**src/hw/rtl/udiv_pkg.sv**
```systemverilog
// ----------------------------------------------------------------------------
// udiv_pkg
// Shared constants and command/status types for the unsigned divider.
// ----------------------------------------------------------------------------
package udiv_pkg;

  // Width of every numeric field on the stream ports.
  localparam int unsigned FIELD_W = 64;

  // Default operand width actually used by the divider.
  localparam int unsigned DATA_WIDTH_DEF = 64;

  // Controller -> datapath commands.
  typedef struct packed {
    logic load;  // capture operands, clear partial remainder
    logic step;  // one restoring shift-and-subtract iteration
    logic emit;  // copy result into the output register
  } udiv_cmd_t;

endpackage

```
**src/hw/rtl/udiv_dpath.sv**
```systemverilog
// ----------------------------------------------------------------------------
// udiv_dpath
// Operand, partial remainder and quotient registers with one restoring
// subtract stage, plus the output word register.
// ----------------------------------------------------------------------------
module udiv_dpath
  import udiv_pkg::*;
#(
  parameter int unsigned DATA_WIDTH = DATA_WIDTH_DEF
) (
  input  logic               clk_i,
  input  logic               rst_ni,
  input  udiv_cmd_t          cmd_i,
  input  logic [FIELD_W-1:0] dividend_i,
  input  logic [FIELD_W-1:0] divisor_i,
  output logic [FIELD_W-1:0] quotient_o,
  output logic [FIELD_W-1:0] remainder_o,
  output logic               div_by_zero_o
);

  localparam int unsigned W = DATA_WIDTH;

  logic [W-1:0] rem_q, rem_d;
  logic [W-1:0] quo_q, quo_d;  // holds dividend bits, quotient shifts in
  logic [W-1:0] den_q, den_d;
  logic         dz_q, dz_d;
  logic [W:0]   shifted;
  logic [W:0]   diff;

  logic [FIELD_W-1:0] q_out_q, q_out_d;
  logic [FIELD_W-1:0] r_out_q, r_out_d;
  logic               dz_out_q, dz_out_d;

  assign shifted = {rem_q, quo_q[W-1]};
  assign diff    = shifted - {1'b0, den_q};

  always_comb begin
    rem_d    = rem_q;
    quo_d    = quo_q;
    den_d    = den_q;
    dz_d     = dz_q;
    q_out_d  = q_out_q;
    r_out_d  = r_out_q;
    dz_out_d = dz_out_q;
    if (cmd_i.load) begin
      rem_d = '0;
      quo_d = dividend_i[W-1:0];
      den_d = divisor_i[W-1:0];
      dz_d  = (divisor_i[W-1:0] == '0);
    end else if (cmd_i.step) begin
      if (!diff[W]) begin
        rem_d = diff[W-1:0];
        quo_d = {quo_q[W-2:0], 1'b1};
      end else begin
        rem_d = shifted[W-1:0];
        quo_d = {quo_q[W-2:0], 1'b0};
      end
    end
    if (cmd_i.emit) begin
      // zero divisor reports zero quotient and remainder
      q_out_d  = dz_q ? '0 : FIELD_W'(quo_q);
      r_out_d  = dz_q ? '0 : FIELD_W'(rem_q);
      dz_out_d = dz_q;
    end
  end

  always_ff @(posedge clk_i or negedge rst_ni) begin
    if (!rst_ni) begin
      rem_q    <= '0;
      quo_q    <= '0;
      den_q    <= '0;
      dz_q     <= 1'b0;
      q_out_q  <= '0;
      r_out_q  <= '0;
      dz_out_q <= 1'b0;
    end else begin
      rem_q    <= rem_d;
      quo_q    <= quo_d;
      den_q    <= den_d;
      dz_q     <= dz_d;
      q_out_q  <= q_out_d;
      r_out_q  <= r_out_d;
      dz_out_q <= dz_out_d;
    end
  end

  assign quotient_o    = q_out_q;
  assign remainder_o   = r_out_q;
  assign div_by_zero_o = dz_out_q;

endmodule

```
**src/hw/rtl/udiv_ctrl.sv**
```systemverilog
// ----------------------------------------------------------------------------
// udiv_ctrl
// Sequencer: accepts a word, runs DATA_WIDTH iterations, hands the result
// to the output register once it is free.
// ----------------------------------------------------------------------------
module udiv_ctrl
  import udiv_pkg::*;
#(
  parameter int unsigned DATA_WIDTH = DATA_WIDTH_DEF
) (
  input  logic      clk_i,
  input  logic      rst_ni,
  input  logic      in_valid_i,
  output logic      in_ready_o,
  output logic      out_valid_o,
  input  logic      out_ready_i,
  output udiv_cmd_t cmd_o
);

  localparam int unsigned CNT_W = (DATA_WIDTH > 1) ? $clog2(DATA_WIDTH) : 1;

  localparam logic [1:0] ST_IDLE = 2'd0;
  localparam logic [1:0] ST_RUN  = 2'd1;
  localparam logic [1:0] ST_FIN  = 2'd2;

  logic [1:0]       state_q, state_d;
  logic [CNT_W-1:0] cnt_q, cnt_d;
  logic             out_vld_q, out_vld_d;
  logic             out_free;

  assign out_free = !out_vld_q || out_ready_i;

  always_comb begin
    state_d    = state_q;
    cnt_d      = cnt_q;
    cmd_o      = '0;
    in_ready_o = 1'b0;
    out_vld_d  = out_vld_q && !out_ready_i;
    unique case (state_q)
      ST_IDLE: begin
        in_ready_o = 1'b1;
        if (in_valid_i) begin
          cmd_o.load = 1'b1;
          cnt_d      = CNT_W'(DATA_WIDTH - 1);
          state_d    = ST_RUN;
        end
      end
      ST_RUN: begin
        cmd_o.step = 1'b1;
        if (cnt_q == '0) begin
          state_d = ST_FIN;
        end else begin
          cnt_d = cnt_q - CNT_W'(1);
        end
      end
      ST_FIN: begin
        if (out_free) begin
          cmd_o.emit = 1'b1;
          out_vld_d  = 1'b1;
          state_d    = ST_IDLE;
        end
      end
      default: begin
        state_d = ST_IDLE;
      end
    endcase
  end

  always_ff @(posedge clk_i or negedge rst_ni) begin
    if (!rst_ni) begin
      state_q   <= ST_IDLE;
      cnt_q     <= '0;
      out_vld_q <= 1'b0;
    end else begin
      state_q   <= state_d;
      cnt_q     <= cnt_d;
      out_vld_q <= out_vld_d;
    end
  end

  assign out_valid_o = out_vld_q;

  // never overwrite a result word that is still pending
  assert property (@(posedge clk_i) disable iff (!rst_ni)
    cmd_o.emit |-> (!out_vld_q || out_ready_i))
    else $error("udiv_ctrl: emit over pending result");

  // a new result only appears right after the finish state
  assert property (@(posedge clk_i) disable iff (!rst_ni)
    $rose(out_vld_q) |-> $past(state_q == ST_FIN))
    else $error("udiv_ctrl: result valid without finish");

  // iteration count runs out exactly when leaving the run state
  assert property (@(posedge clk_i) disable iff (!rst_ni)
    (state_q == ST_RUN && state_d == ST_FIN) |-> (cnt_q == '0))
    else $error("udiv_ctrl: run ended early");

endmodule

```
**src/hw/rtl/unsigned_divider_64_core.sv**
```systemverilog
// ----------------------------------------------------------------------------
// unsigned_divider_64_core
// Unsigned restoring divider: quotient, remainder and divide-by-zero flag.
// ----------------------------------------------------------------------------
// One input word carries dividend and divisor; one output word returns the
// quotient, the remainder and a divide-by-zero flag. Only the low DATA_WIDTH
// bits of each operand are used, and results are zero-extended to 64 bits.
// A zero divisor returns quotient 0, remainder 0 and the flag set. Each word
// passes through a load step, one shift-and-subtract iteration per quotient
// bit through a single subtractor, and a step that moves the result into the
// output register. The output register is separate from the working
// registers, so the next word is accepted while a finished result still
// waits on m_axis_tready_i; the block only stalls in its finish state if
// that result is still not taken. Nothing is kept between words.
// ----------------------------------------------------------------------------
module unsigned_divider_64_core
  import udiv_pkg::*;
#(
  parameter int unsigned DATA_WIDTH = DATA_WIDTH_DEF  // 8 .. 64
) (
  input  logic                 clk_i,
  input  logic                 rst_ni,
  // input word
  input  logic                 s_axis_tvalid_i,
  output logic                 s_axis_tready_o,
  input  logic [2*FIELD_W-1:0] s_axis_tdata_i,   // [63:0] dividend, [127:64] divisor
  // result word
  output logic                 m_axis_tvalid_o,
  input  logic                 m_axis_tready_i,
  output logic [2*FIELD_W-1:0] m_axis_tdata_o,   // [63:0] quotient, [127:64] remainder
  output logic                 m_axis_tuser_o    // [0] div_by_zero
);

  udiv_cmd_t          cmd;
  logic [FIELD_W-1:0] quotient;
  logic [FIELD_W-1:0] remainder;

  udiv_ctrl #(
    .DATA_WIDTH (DATA_WIDTH)
  ) u_ctrl (
    .clk_i       (clk_i),
    .rst_ni      (rst_ni),
    .in_valid_i  (s_axis_tvalid_i),
    .in_ready_o  (s_axis_tready_o),
    .out_valid_o (m_axis_tvalid_o),
    .out_ready_i (m_axis_tready_i),
    .cmd_o       (cmd)
  );

  udiv_dpath #(
    .DATA_WIDTH (DATA_WIDTH)
  ) u_dpath (
    .clk_i         (clk_i),
    .rst_ni        (rst_ni),
    .cmd_i         (cmd),
    .dividend_i    (s_axis_tdata_i[FIELD_W-1:0]),
    .divisor_i     (s_axis_tdata_i[2*FIELD_W-1:FIELD_W]),
    .quotient_o    (quotient),
    .remainder_o   (remainder),
    .div_by_zero_o (m_axis_tuser_o)
  );

  assign m_axis_tdata_o = {remainder, quotient};

endmodule

```
**config.mk**
```make
export PLATFORM = sky130hd
export DESIGN_NAME = unsigned_divider_64_core
export DESIGN_NICKNAME = d
export VERILOG_FILES = /design/src/hw/rtl/udiv_pkg.sv /design/src/hw/rtl/udiv_dpath.sv /design/src/hw/rtl/udiv_ctrl.sv /design/src/hw/rtl/unsigned_divider_64_core.sv
export SDC_FILE = /design/constraint.sdc
export NUM_CORES = 1
export LEC_CHECK = 0
export ABC_AREA = 1
export BUFFER_PORTS_ARGS = -buffer_cell sky130_fd_sc_hd__buf_4
export CORE_ASPECT_RATIO = 0.9
export CORE_MARGIN = 2
export CORE_UTILIZATION = 40
export DETAILED_ROUTE_END_ITERATION = 8
export GPL_TIMING_DRIVEN = 0
export HOLD_SLACK_MARGIN = 0.02
export SYNTH_ARGS = -nofsm -noshare
export SYNTH_HDL_FRONTEND = slang
export SYNTH_HIERARCHICAL = 1
export SYNTH_SLANG_ARGS = --single-unit
export TNS_END_PERCENT = 50
```
**constraint.sdc**
```tcl
create_clock -name clk_i -period 3.4 [get_ports clk_i]
set_clock_uncertainty 0.2 [all_clocks]
set_input_delay 0.17 -clock clk_i [delete_from_list [all_inputs] [get_ports clk_i]]
set_output_delay 0.17 -clock clk_i [all_outputs]
set_load 0.005 [all_outputs]
```
==> metrics.md, run 1 <==
| Metric | Value |
|---|---|
| Iter 0 DRT Violations | `1346` |
| Hold Crit Class | `in -> async` |
| Clock buffer depth | `3` |
| Kind of critical path | `reg -> reg` |
| CP startpoint kind | `flip-flop` |
| CTS tree | `done` |
| PD cells | `770 nW/um^2` |
| Global Route met3 Usage | `3.56%` |
| GRT Max-Usage Layer | `met2` |
| Multiplexer area fraction after synthesis | `0%` |
| Multi-input gate area | `8950 sq um` |
| Vias/cell | `4.96` |
| Hold slack final | `0.0476 ns` |
| GRT met1 Usage | `37.2%` |
| Layout area overhead | `27.5%` |
| Drt pass-1 iters | `5` |
| Worst path max stage delay | `0.66 ns` |
| CP Capture Type | `flip-flop` |
| Post-Syn Area | `19400 sq um` |
| VDD IR max | `0.541 mV` |
| Max-slew violation count | `0` |
| Leak | `13.5 nW` |
| Postcts setup bufs | `0` |
| Adder-cell share of the synthesized area | `4.37%` |
| Status | `finished, final reports clean` |
| Synth Area in XOR/XNOR | `1.40%` |
| Core Region | `47800 sq um` |
| Final-report hold violation count | `0` |
| Post-synth EDFFs | `0` |
| Avg WL per Cell | `17.2 um` |
| Critical Path Start | `u_ctrl/state_q[1]` |
| Placer Congestion | `0.987` |
| DRC viols | `0` |
| Synth Area in Compound Gates | `10.4%` |
| Met2 capacity usage during global routing | `41.3%` |
| Largest net degree at the start of global routing | `124` |
| Gr ovfl total | `0` |
| Worst r2r path cells | `7` |
| CP Data Arrival Time | `3.54 ns` |
| Vias | `19067` |
| Max-slew headroom | `3.88%` |
| Synth unique cells | `37` |
| I/O Pins | `263` |
| H-tree levels | `2` |
| DIE WIDTH | `236 um` |
| Ys flop type | `dfrtp_1` |
| Peak Freq | `302 MHz` |
| Initial antenna violation count | `0` |
| Final setup viols | `0` |
| Num rows | `76` |
| Num CTS Buffers | `37` |
| Final HPWL DP | `51400 um` |
| Async set or reset register ratio after synthesis | `100%` |
| Pre-CTS setup slack | `-0.522 ns` |
| WP data required | `3.63 ns` |
| Worst Slack Setup Final | `0.0911 ns` |
| Post-route minimum period | `3.31 ns` |
| Antenna Nets Post-Route | `0` |
| Sequential area share after synthesis | `42.8%` |
| Post-synthesis simple-gate area fraction | `29.9%` |
| Detailed-route wire length | `66300 um` |
| Max Cap Viol | `0` |
| Slowest stage cell, crit path | `nor2_1` |
| Die Y-Extent | `213 um` |
| Vias in the first global route | `18784` |
| Share of cells above drive strength 1 | `11.4%` |
| GR Util All Layers | `26.4%` |
| Crit share post-route | `97.3%` |
| Cell count after synthesis | `2765` |
| Die area | `50200 sq um` |
| Clock sinks | `331` |
| Design Power | `19.0 mW` |
| Setup TNS | `0 ns` |
| Final Util | `51.6%` |
| Syn_area_per_cell | `7.01 sq um` |
| Register bit count reported by yosys | `331` |
| # port buffers | `262` |
| Worst r2r src | `u_ctrl/state_q[1]` |
| Initial Utilization | `40.5%` |
| Reg clk slew, reported paths | `0.06 ns` |
| Sequential Area | `8280 sq um` |
| Ys Warns | `6` |
| FILL cells | `4747` |
| Worst skew pair latency | `0.55 ns` |
| RSZ-0062 raised after global routing | `true` |
| Root Driver | `clkbuf_16` |
| Main combinational cell family by area after synthesis | `simple AND/OR/NAND/NOR gates` |
| Slew @ Worst Pin | `1.44 ns` |
| First-pass GRT wire length | `103000 um` |
| Worst-path maximum fanout | `10` |
| Critical-path cell list | `nor2_2 > nand2_2 > clkinvlp_4 > nor2_1 > clkinv_1 > clkbuf_1 > o221ai_1` |
| Final #Nets | `3398` |
| Syn_nets | `2964` |
==> registers in the layout, indices dropped and copies added, names as in the netlist, 2 cells and up <==
signal               count
u_dpath/quotient_o      64
u_dpath/remainder_o     64
u_ctrl/state_q           2
u_dpath/quo_q           64
u_ctrl/cnt_q             6
u_dpath/den_q           64
u_dpath/rem_q           64
==> synthesized netlist by cell type (8+ instances only) <==
cell type,count,share of area (%)
nand3b_1,14,0.54
clkbuf_1,75,1.5
xnor2_1,18,0.81
nor3_1,18,0.47
nor2_2,8,0.26
xor2_1,13,0.59
nand4_1,14,0.45
a21oi_1,56,1.4
o221ai_1,61,2.8
ha_1,66,4.3
nand2_1,1114,22
dfrtp_1,331,43
inv_1,473,9.2
nor4_1,19,0.61
o21ai_0,188,4.9
nand3_1,107,2.8
nand2_2,9,0.29
a22o_1,18,0.81
nor2_1,119,2.3
==> critical path: cells and delay by family, from the launching register on <==
| kind | cells | cell delay, ns |
|---|---|---|
| compound gates | 1 | 0.30 |
| buf+inv | 3 | 1.31 |
| simple gates | 3 | 0.90 |
| flops | 1 | 0.47 |
==> per-layer routing <==
metal,part of all wire [%],vias to the layer above
met1,47,9007
met4,3.6,0
met2,44,494
met5,0,-
met3,5.1,116
li1,-,9450
==> what timing repair did <==
| action | CTS | global route |
|---|---|---|
| endpoints found under the hold margin | 229 | 0 |
| setup endpoints to repair | 130 | 102 |
| pin swaps | 0 | 2 |
| hold buffers | 131 | 0 |
| gates resized for setup | 8 | 23 |
==> cell families after synthesis <==
logic type               after synthesis
AO/OA/AOI/OAI                        336
XOR/XNOR                              31
adder cells (fa/ha/maj)               67
buffers and inverters                568
flip-flops                           331
AND/OR/NAND/NOR                     1432
==> path summary, 6_finish.rpt <==
path / to / slack [ns]
setup reg to reg: u_dpath/quo_q[13] / 0.09
hold / removal: u_dpath/remainder_o[36] / 0.05
max in group asynchronous: u_dpath/rem_q[62] / 1.84
min in group clk_i: u_ctrl/state_q[1] / 0.17
hold reg to reg: u_dpath/quotient_o[49] / 0.28
setup / recovery: u_dpath/quo_q[13] / 0.09
==> final cells by class <==
cell class / instances / area share [%]
multi-input cells: 1866 / 36.2
flip-flops and latches: 331 / 33.5
repair buffers: 395 / 13.5
inverters: 481 / 7.32
clock buffers: 56 / 4.28
well taps: 624 / 3.16
plain buffers: 87 / 1.63
clock inverters: 7 / 0.299
diodes: 1 / 0.0101
==> placed cells by master, fill, tap and decap left out, drive strengths merged, types with 2 or more instances in the layout <==
| cell type | count |
|---|---|
| a21oi | 56 |
| o221ai | 61 |
| and2 | 2 |
| inv | 479 |
| dfrtp | 331 |
| clkinvlp | 2 |
| nor2 | 129 |
| nand3b | 14 |
| o21ai | 190 |
| nand4 | 14 |
| clkbuf | 131 |
| nor4 | 20 |
| dlygate4sd3 | 131 |
| a22oi | 3 |
| buf | 276 |
| ha | 66 |
| a22o | 18 |
| nand3 | 109 |
| xnor2 | 18 |
| o21bai | 7 |
| nor3 | 18 |
| nand2 | 1126 |
| xor2 | 13 |
| clkinv | 6 |
==> stage by stage <==
stage / instances / cell area (sq um)
2_1_floorplan: 2765 / 19400
3_3_place_gp: 3651 / 22100
3_5_place_dp: 3653 / 22200
4_1_cts: 3847 / 24600
5_1_grt: 3847 / 24700
6_report: 3848 / 24700
==> where the power goes <==
group,switching (mW),internal (mW)
Combinational,6.13,3.14
Sequential,0.603,5.33
Clock,1.60,2.22
Total,8.33,10.7
Note: power is estimated with default switching activity, not from simulation.
==> run 2, diff against run 1 <==
--- a/config.mk
+++ b/config.mk
@@ -13,6 +13,8 @@
 export DETAILED_ROUTE_END_ITERATION = 8
 export GPL_TIMING_DRIVEN = 0
 export HOLD_SLACK_MARGIN = 0.02
+export PLACE_DENSITY_LB_ADDON = 0.15
+export SETUP_SLACK_MARGIN = 0.1
 export SYNTH_ARGS = -nofsm -noshare
 export SYNTH_HDL_FRONTEND = slang
 export SYNTH_HIERARCHICAL = 1
==> run 2 against run 1 <==
  * Non-clock buffer count increased by 4
  * Worst setup slack gained 0.16 ns
  * Combinational power down 1%
  * Largest power group unchanged
==> metrics.md, run 2 (synthesis gave the netlist of run 1 again) <==
| Metric | Value |
|---|---|
| GRT Max-Usage Layer | `met2 (unchanged)` |
| Max-slew headroom | `41.9% (was 3.88%)` |
| Final-report hold violation count | `0 (unchanged)` |
| GR Util All Layers | `26.3% (was 26.4%)` |
| Post-route minimum period | `3.15 ns (was 3.31 ns)` |
| Vias/cell | `4.92 (was 4.96)` |
| Gr ovfl total | `0 (unchanged)` |
| Die Y-Extent | `213 um (unchanged)` |
| Inst Count DP | `3654 (was 3653)` |
| Initial antenna violation count | `1 (was 0)` |
| RSZ-0062 raised after global routing | `false (was true)` |
| Leak | `13.6 nW (was 13.5 nW)` |
| Vias | `18951 (was 19067)` |
| Final non-filler cell total | `3852 (was 3848)` |
| DRC viols | `0 (unchanged)` |
| CP Capture Type | `flip-flop (unchanged)` |
| Largest net degree at the start of global routing | `122 (was 124)` |
| Layout area overhead | `28.5% (was 27.5%)` |
| Avg WL per Cell | `17.2 um (about the same)` |
| Drt pass-1 iters | `5 (unchanged)` |
| Setup TNS | `0 ns (unchanged)` |
| Kind of critical path | `reg -> reg (unchanged)` |
| Crit share post-route | `92.6% (was 97.3%)` |
| PD cells | `767 nW/um^2 (was 770 nW/um^2)` |
| Commonest non-fill, non-tap cells in the layout | `1111 x nand2_1, 471 x inv_1, 331 x dfrtp_1 (was 1112 x nand2_1, 471 x inv_1, 331 x dfrtp_1)` |
| Placement Cell Area | `22200 sq um (about the same)` |
| Initial Utilization | `40.5% (unchanged)` |
| H-tree levels | `2 (unchanged)` |
| Die area | `50200 sq um (unchanged)` |
| Slew @ Worst Pin | `0.863 ns (was 1.44 ns)` |
| Critical-path cell list | `nor2_2 > nand2_2 > clkinvlp_4 > clkbuf_2 > nor2_1 > buf_2 > clkbuf_1 > nand3_1 > nand2_1 (was nor2_2 > nand2_2 > clkinvlp_4 > nor2_1 > clkinv_1 > clkbuf_1 > o221ai_1)` |
| Core Region | `47800 sq um (unchanged)` |
| Final HPWL DP | `51700 um (was 51400 um)` |
| Reg clk slew, reported paths | `0.06 ns (about the same)` |
| Num rows | `76 (unchanged)` |
| WP data required | `3.68 ns (was 3.63 ns)` |
| Final #Nets | `3401 (was 3398)` |
| Final instance area | `24900 sq um (was 24700 sq um)` |
| GRT met1 Usage | `37.6% (was 37.2%)` |
| CP startpoint kind | `flip-flop (unchanged)` |
| Iter 0 DRT Violations | `1412 (was 1346)` |
| Max Cap Viol | `0 (unchanged)` |
| First-pass GRT wire length | `102000 um (was 103000 um)` |
| Slowest stage cell, crit path | `dfrtp_1 (was nor2_1)` |
| I/O Pins | `263 (unchanged)` |
| Final setup viols | `0 (unchanged)` |
| VDD IR max | `0.465 mV (was 0.541 mV)` |
| DIE WIDTH | `236 um (unchanged)` |
| Root Driver | `clkbuf_16 (unchanged)` |
| FILL cells | `4783 (was 4747)` |
| Placer Congestion | `0.961 (was 0.987)` |
| Detailed-route wire length | `66100 um (was 66300 um)` |
| Worst path max stage delay | `0.47 ns (was 0.66 ns)` |
| Vias in the first global route | `18535 (was 18784)` |
| # port buffers | `262 (unchanged)` |
| CP Data Arrival Time | `3.43 ns (was 3.54 ns)` |
| Status | `finished, final reports clean (unchanged)` |
| Met2 capacity usage during global routing | `42.2% (was 41.3%)` |
| Clock buffer depth | `3 (unchanged)` |
| Max-slew violation count | `0 (unchanged)` |
| Peak Freq | `318 MHz (was 302 MHz)` |
| Clock sinks | `331 (unchanged)` |
| Antenna Nets Post-Route | `0 (unchanged)` |
| Num CTS Buffers | `36 (was 37)` |
| Hold Crit Class | `in -> async (unchanged)` |
| Hold slack final | `0.0423 ns (was 0.0476 ns)` |
| Global Route met3 Usage | `2.64% (was 3.56%)` |
| Worst-path maximum fanout | `10 (unchanged)` |
| Most common cell after layout, fill and taps aside | `nand2_1 (unchanged)` |
| CTS tree | `done (unchanged)` |
| Share of cells above drive strength 1 | `12.0% (was 11.4%)` |
| Worst skew pair latency | `0.56 ns (was 0.55 ns)` |
run 2: cell types whose count changed in the layout (fill, tap and decap cells not counted), sizes merged:
cell and change:
clkinv +1, clkbuf +1, buf +3, clkinvlp -1
run 2: routing by layer:
layer	routed length [um]	share of wire, %	vias to the layer above
li1	-	-	9464
met1	31600	48	8954
met2	29900	45	434
met3	2750	4.2	99
met4	1900	2.9	0
met5	0	0	-
run 2: power by group:
group	total, mW	internal, mW	leakage, nW	switching, mW
registers	5.94	5.32	4.28	0.620
logic	9.16	3.16	8.72	6.00
clock network	4.00	2.34	0.598	1.65
run 2: final cells by class:
type	count	area (sq um)	area share (%)
plain buffers	87	434	1.74
multi-input cells	1866	8980	36.1
repair buffers	399	3400	13.6
clock inverters	7	90.1	0.362
flip-flops and latches	331	8280	33.3
diodes	1	2.50	0.0101
clock buffers	56	1120	4.48
well taps	624	781	3.14
inverters	481	1810	7.27
run 2: critical path: cells and delay by family (launching register included):
family | cells | cell delay, ns
buf+inv | 4 | 1.69
flops | 1 | 0.47
simple gates | 5 | 0.71
run 2: what timing repair did:
action | in CTS | in global routing
endpoints found under the setup margin | 171 | 64
pin swaps | 0 | 3
hold endpoints to repair | 238 | 0
setup buffers | 0 | 2
cloned | 0 | 1
hold buffers | 131 | 0
gates resized for setup | 13 | 34
run 2: path summary, 6_finish.rpt:
path	startpoint	to	slack [ns]	cells after the start
hold reg to reg	u_dpath/remainder_o[54]	u_dpath/remainder_o[54]	0.28	2
hold / removal	rst_ni	u_dpath/remainder_o[20]	0.04	2
min in group clk_i	s_axis_tdata_i[110]	u_dpath/den_q[46]	0.16	4
max in group asynchronous	rst_ni	u_dpath/quotient_o[15]	1.80	3
setup reg to reg	u_ctrl/state_q[1]	u_dpath/rem_q[6]	0.25	9
setup / recovery	u_ctrl/state_q[1]	u_dpath/rem_q[6]	0.25	9
run 2: metrics by stage:
step	util (%)	total power [mW]	worst slack, ns
2_1_floorplan	-	11.6	0.749
3_3_place_gp	46.2	14.8	-1.17
3_5_place_dp	46.4	14.9	-0.513
4_1_cts	51.7	19.1	0.0342
5_1_grt	52.0	20.7	0.111
6_report	52.0	19.1	0.251
==> run 3, diff against run 2 <==
--- a/config.mk
+++ b/config.mk
@@ -6,11 +6,11 @@
 export NUM_CORES = 1
 export LEC_CHECK = 0
 export ABC_AREA = 1
-export BUFFER_PORTS_ARGS = -buffer_cell sky130_fd_sc_hd__buf_4
 export CORE_ASPECT_RATIO = 0.9
 export CORE_MARGIN = 2
 export CORE_UTILIZATION = 40
 export DETAILED_ROUTE_END_ITERATION = 8
+export DONT_BUFFER_PORTS = 1
 export GPL_TIMING_DRIVEN = 0
 export HOLD_SLACK_MARGIN = 0.02
 export PLACE_DENSITY_LB_ADDON = 0.15
==> run 3 against run 2 <==
  * The flow now finishes with violations (hold timing)
  * Cell count fell by 6.8%
  * Worst setup slack improved by 0.045 ns
  * Wire length down 0.78%
  * Clock-buffer cell count decreased by 7
  * Sequential power is 3% higher
  * Worst hold slack worse by 0.93 ns
  * Critical path depth rose by 10
  * First-iteration DRC count is 0.64% higher
  * Sequential share of layout area grew 2.9 points
  * Global-route usage down 0.38 points
  * Via count decreased by 4.9%
  * Largest cell class unchanged
  * Largest power group unchanged
  * Highest routed layer is now met5
==> metrics.md, run 3 (synthesis gave the netlist of run 1 again) <==
| Metric | Value |
|---|---|
| Status | `finished with violations (was finished, final reports clean)` |
| Failing checks | `hold timing` |
| Root Driver | `clkbuf_16 (unchanged)` |
| Max-slew headroom | `45.4% (was 41.9%)` |
| CTS tree | `done (unchanged)` |
| Switch Pwr | `8.17 mW (was 8.27 mW)` |
| Initial Utilization | `40.5% (unchanged)` |
| Iter 0 DRT Violations | `1421 (was 1412)` |
| CP Capture Type | `flip-flop (unchanged)` |
| Hold_buf cts | `130 (was 131)` |
| Placement Cell Area | `20200 sq um (was 22200 sq um)` |
| DIE WIDTH | `236 um (unchanged)` |
| Die area | `50200 sq um (unchanged)` |
| Worst r2r src | `u_dpath/quo_q[63] (was u_ctrl/state_q[1])` |
| RSZ-0062 raised after global routing | `false (unchanged)` |
| DRC viols | `0 (unchanged)` |
| Num rows | `76 (unchanged)` |
| Pint | `10.4 mW (was 10.8 mW)` |
| Design Power | `18.6 mW (was 19.1 mW)` |
| Clock share of power | `22.7% (was 20.9%)` |
| Layout area overhead | `18.1% (was 28.5%)` |
| # port buffers | `0 (was 262)` |
| Leak | `12.3 nW (was 13.6 nW)` |
| FILL cells | `4854 (was 4783)` |
| Max Cap Viol | `0 (unchanged)` |
| Placer Congestion | `0.923 (was 0.961)` |
| Final-report hold violation count | `331 (was 0)` |
| Antenna Nets Post-Route | `0 (unchanged)` |
| Vias in the first global route | `17368 (was 18535)` |
| Vias | `18016 (was 18951)` |
| Final instance area | `22900 sq um (was 24900 sq um)` |
| GR Util All Layers | `25.9% (was 26.3%)` |
| Crit share post-route | `91.3% (was 92.6%)` |
| Slew @ Worst Pin | `0.811 ns (was 0.863 ns)` |
| Avg WL per Cell | `18.3 um (was 17.2 um)` |
| Sequential power share | `32.9% (was 31.1%)` |
| VDD IR max | `0.415 mV (was 0.465 mV)` |
| Final HPWL DP | `50800 um (was 51700 um)` |
| I/O Pins | `263 (unchanged)` |
| Share of cells above drive strength 1 | `4.35% (was 12.0%)` |
| PD cells | `811 nW/um^2 (was 767 nW/um^2)` |
| Worst skew pair latency | `0.56 ns (about the same)` |
| Kind of critical path | `reg -> reg (unchanged)` |
| Clock sinks | `331 (unchanged)` |
| Num CTS Buffers | `38 (was 36)` |
| Worst r2r path cells | `19 (was 9)` |
| Post-route minimum period | `3.10 ns (was 3.15 ns)` |
| Setup TNS | `0 ns (unchanged)` |
| RR Endpoint | `u_dpath/rem_q[48] (was u_dpath/rem_q[6])` |
| Critical Path Start | `u_dpath/quo_q[63] (was u_ctrl/state_q[1])` |
| Largest net degree at the start of global routing | `332 (was 122)` |
| Peak Freq | `322 MHz (was 318 MHz)` |
| WP data required | `3.63 ns (was 3.68 ns)` |
| Net Sw Frac | `44.0% (was 43.3%)` |
| Hold Crit Class | `in -> async (unchanged)` |
| Drt pass-1 iters | `5 (unchanged)` |
| Gr ovfl total | `0 (unchanged)` |
| Die Y-Extent | `213 um (unchanged)` |
| Vias/cell | `5.02 (was 4.92)` |
| Max-slew violation count | `0 (unchanged)` |
| Detailed-route wire length | `65600 um (was 66100 um)` |
| CP startpoint kind | `flip-flop (unchanged)` |
| Combinational Power Share | `44.5% (was 48.0%)` |
| Setup crit end | `u_dpath/rem_q[48] (was u_dpath/rem_q[6])` |
| Worst-path maximum fanout | `10 (unchanged)` |
| Final #Nets | `3138 (was 3401)` |
| Core Region | `47800 sq um (unchanged)` |
| Hold slack final | `-0.890 ns (was 0.0423 ns)` |
| Initial antenna violation count | `2 (was 1)` |
| Reg clk slew, reported paths | `0.06 ns (about the same)` |
| Most common cell after layout, fill and taps aside | `nand2_1 (unchanged)` |
| H-tree levels | `2 (unchanged)` |
| CP Data Arrival Time | `3.34 ns (was 3.43 ns)` |
| Commonest non-fill, non-tap cells in the layout | `1112 x nand2_1, 470 x inv_1, 331 x dfrtp_1 (was 1111 x nand2_1, 471 x inv_1, 331 x dfrtp_1)` |
| Final setup viols | `0 (unchanged)` |
| Clock buffer depth | `3 (unchanged)` |
| Flop-to-flop setup slack | `0.30 ns (was 0.25 ns)` |
| First-pass GRT wire length | `100000 um (was 102000 um)` |
## run 3: changes by cell type in the layout (fill, tap and decap cells not counted), sizes merged
cell         previous run  this run
buf                   279        16
dlygate4sd3           131       130
clkinvlp                1         2
clkbuf                132       124
clkinv                  7        10
diode                   1         3
bufinv                  1         4
inv                   479       480
## run 3: worst max-delay path, stage by stage, from the launching register on
cell and delay, ns:
dfrtp_1 0.39, inv_2 0.07, ha_1 0.15, inv_2 0.06, fa_2 0.38, nand2_1 0.10, nand2_1 0.06, nand3b_1 0.10
nand2_2 0.10, nand2_1 0.09, nand2_2 0.10, nand2_1 0.10, nand2_2 0.10, nand2_4 0.12, nand3_1 0.10, nand2_2 0.16
buf_4 0.24, nand2_1 0.07, nand3_1 0.18, nand2_1 0.07
## run 3: layout make-up
class	instances	area [sq um]	area share, %
multi-input combinational	1866	8960	39.2
sequential	331	8280	36.2
inverter	481	1810	7.91
timing repair buffer	134	1350	5.90
clock buffer	49	1070	4.69
tap	624	781	3.41
buffer	87	414	1.81
clock inverter	15	206	0.902
antenna	3	7.51	0.0328
## run 3: per-layer routing
| metal | up-vias | share of wire (%) | track usage (%) |
|---|---|---|---|
| met3 | 88 | 5.0 | 3.94 |
| met4 | 2 | 2.6 | 7.45 |
| met5 | - | 0.020 | 0 |
| met2 | 434 | 45 | 41.2 |
| met1 | 8568 | 47 | 36.6 |
| li1 | 8924 | - | - |
## run 3: metrics by stage
| stage | hold WS (ns) | setup slack, ns | cells | utilization (%) |
|---|---|---|---|---|
| after global routing | -0.921 | 0.0972 | 3587 | 47.8 |
| after floorplan | -0.326 | 0.749 | 2765 | - |
| after detailed placement | -0.305 | -0.567 | 3390 | 42.2 |
| final | -0.890 | 0.296 | 3590 | 47.8 |
| after CTS | -0.908 | 0.100 | 3584 | 47.7 |
| after global placement | -0.306 | -0.552 | 3389 | 42.1 |
## run 3: how the worst min path moves through the flow
| stage | depth (start not counted) | to |
|---|---|---|
| after global routing | 0 | u_dpath/remainder_o[13] |
| after detailed placement | 0 | u_dpath/remainder_o[13] |
| after floorplan | 0 | u_ctrl/cnt_q[0] |
| after CTS | 0 | u_dpath/rem_q[17] |
| final | 0 | u_dpath/remainder_o[13] |
| after global placement | 0 | u_dpath/remainder_o[13] |
## run 3: power by group through the flow
stage               Combinational [mW]  Clock [mW]  Sequential [mW]
floorplan                         5.70           0             5.91
global placement                  7.82           0             6.14
detailed placement                7.94           0             6.17
CTS                               8.13        4.33             6.11
global route                      9.29        4.48             6.24
finish                            8.26        4.21             6.10
## run 3: what timing repair did
item / in CTS / in global routing
setup endpoints to repair: 189 / 104
setup buffers: 0 / 3
gates resized for setup: 19 / 22
pin swaps: 0 / 2
endpoints found under the hold margin: 470 / 331
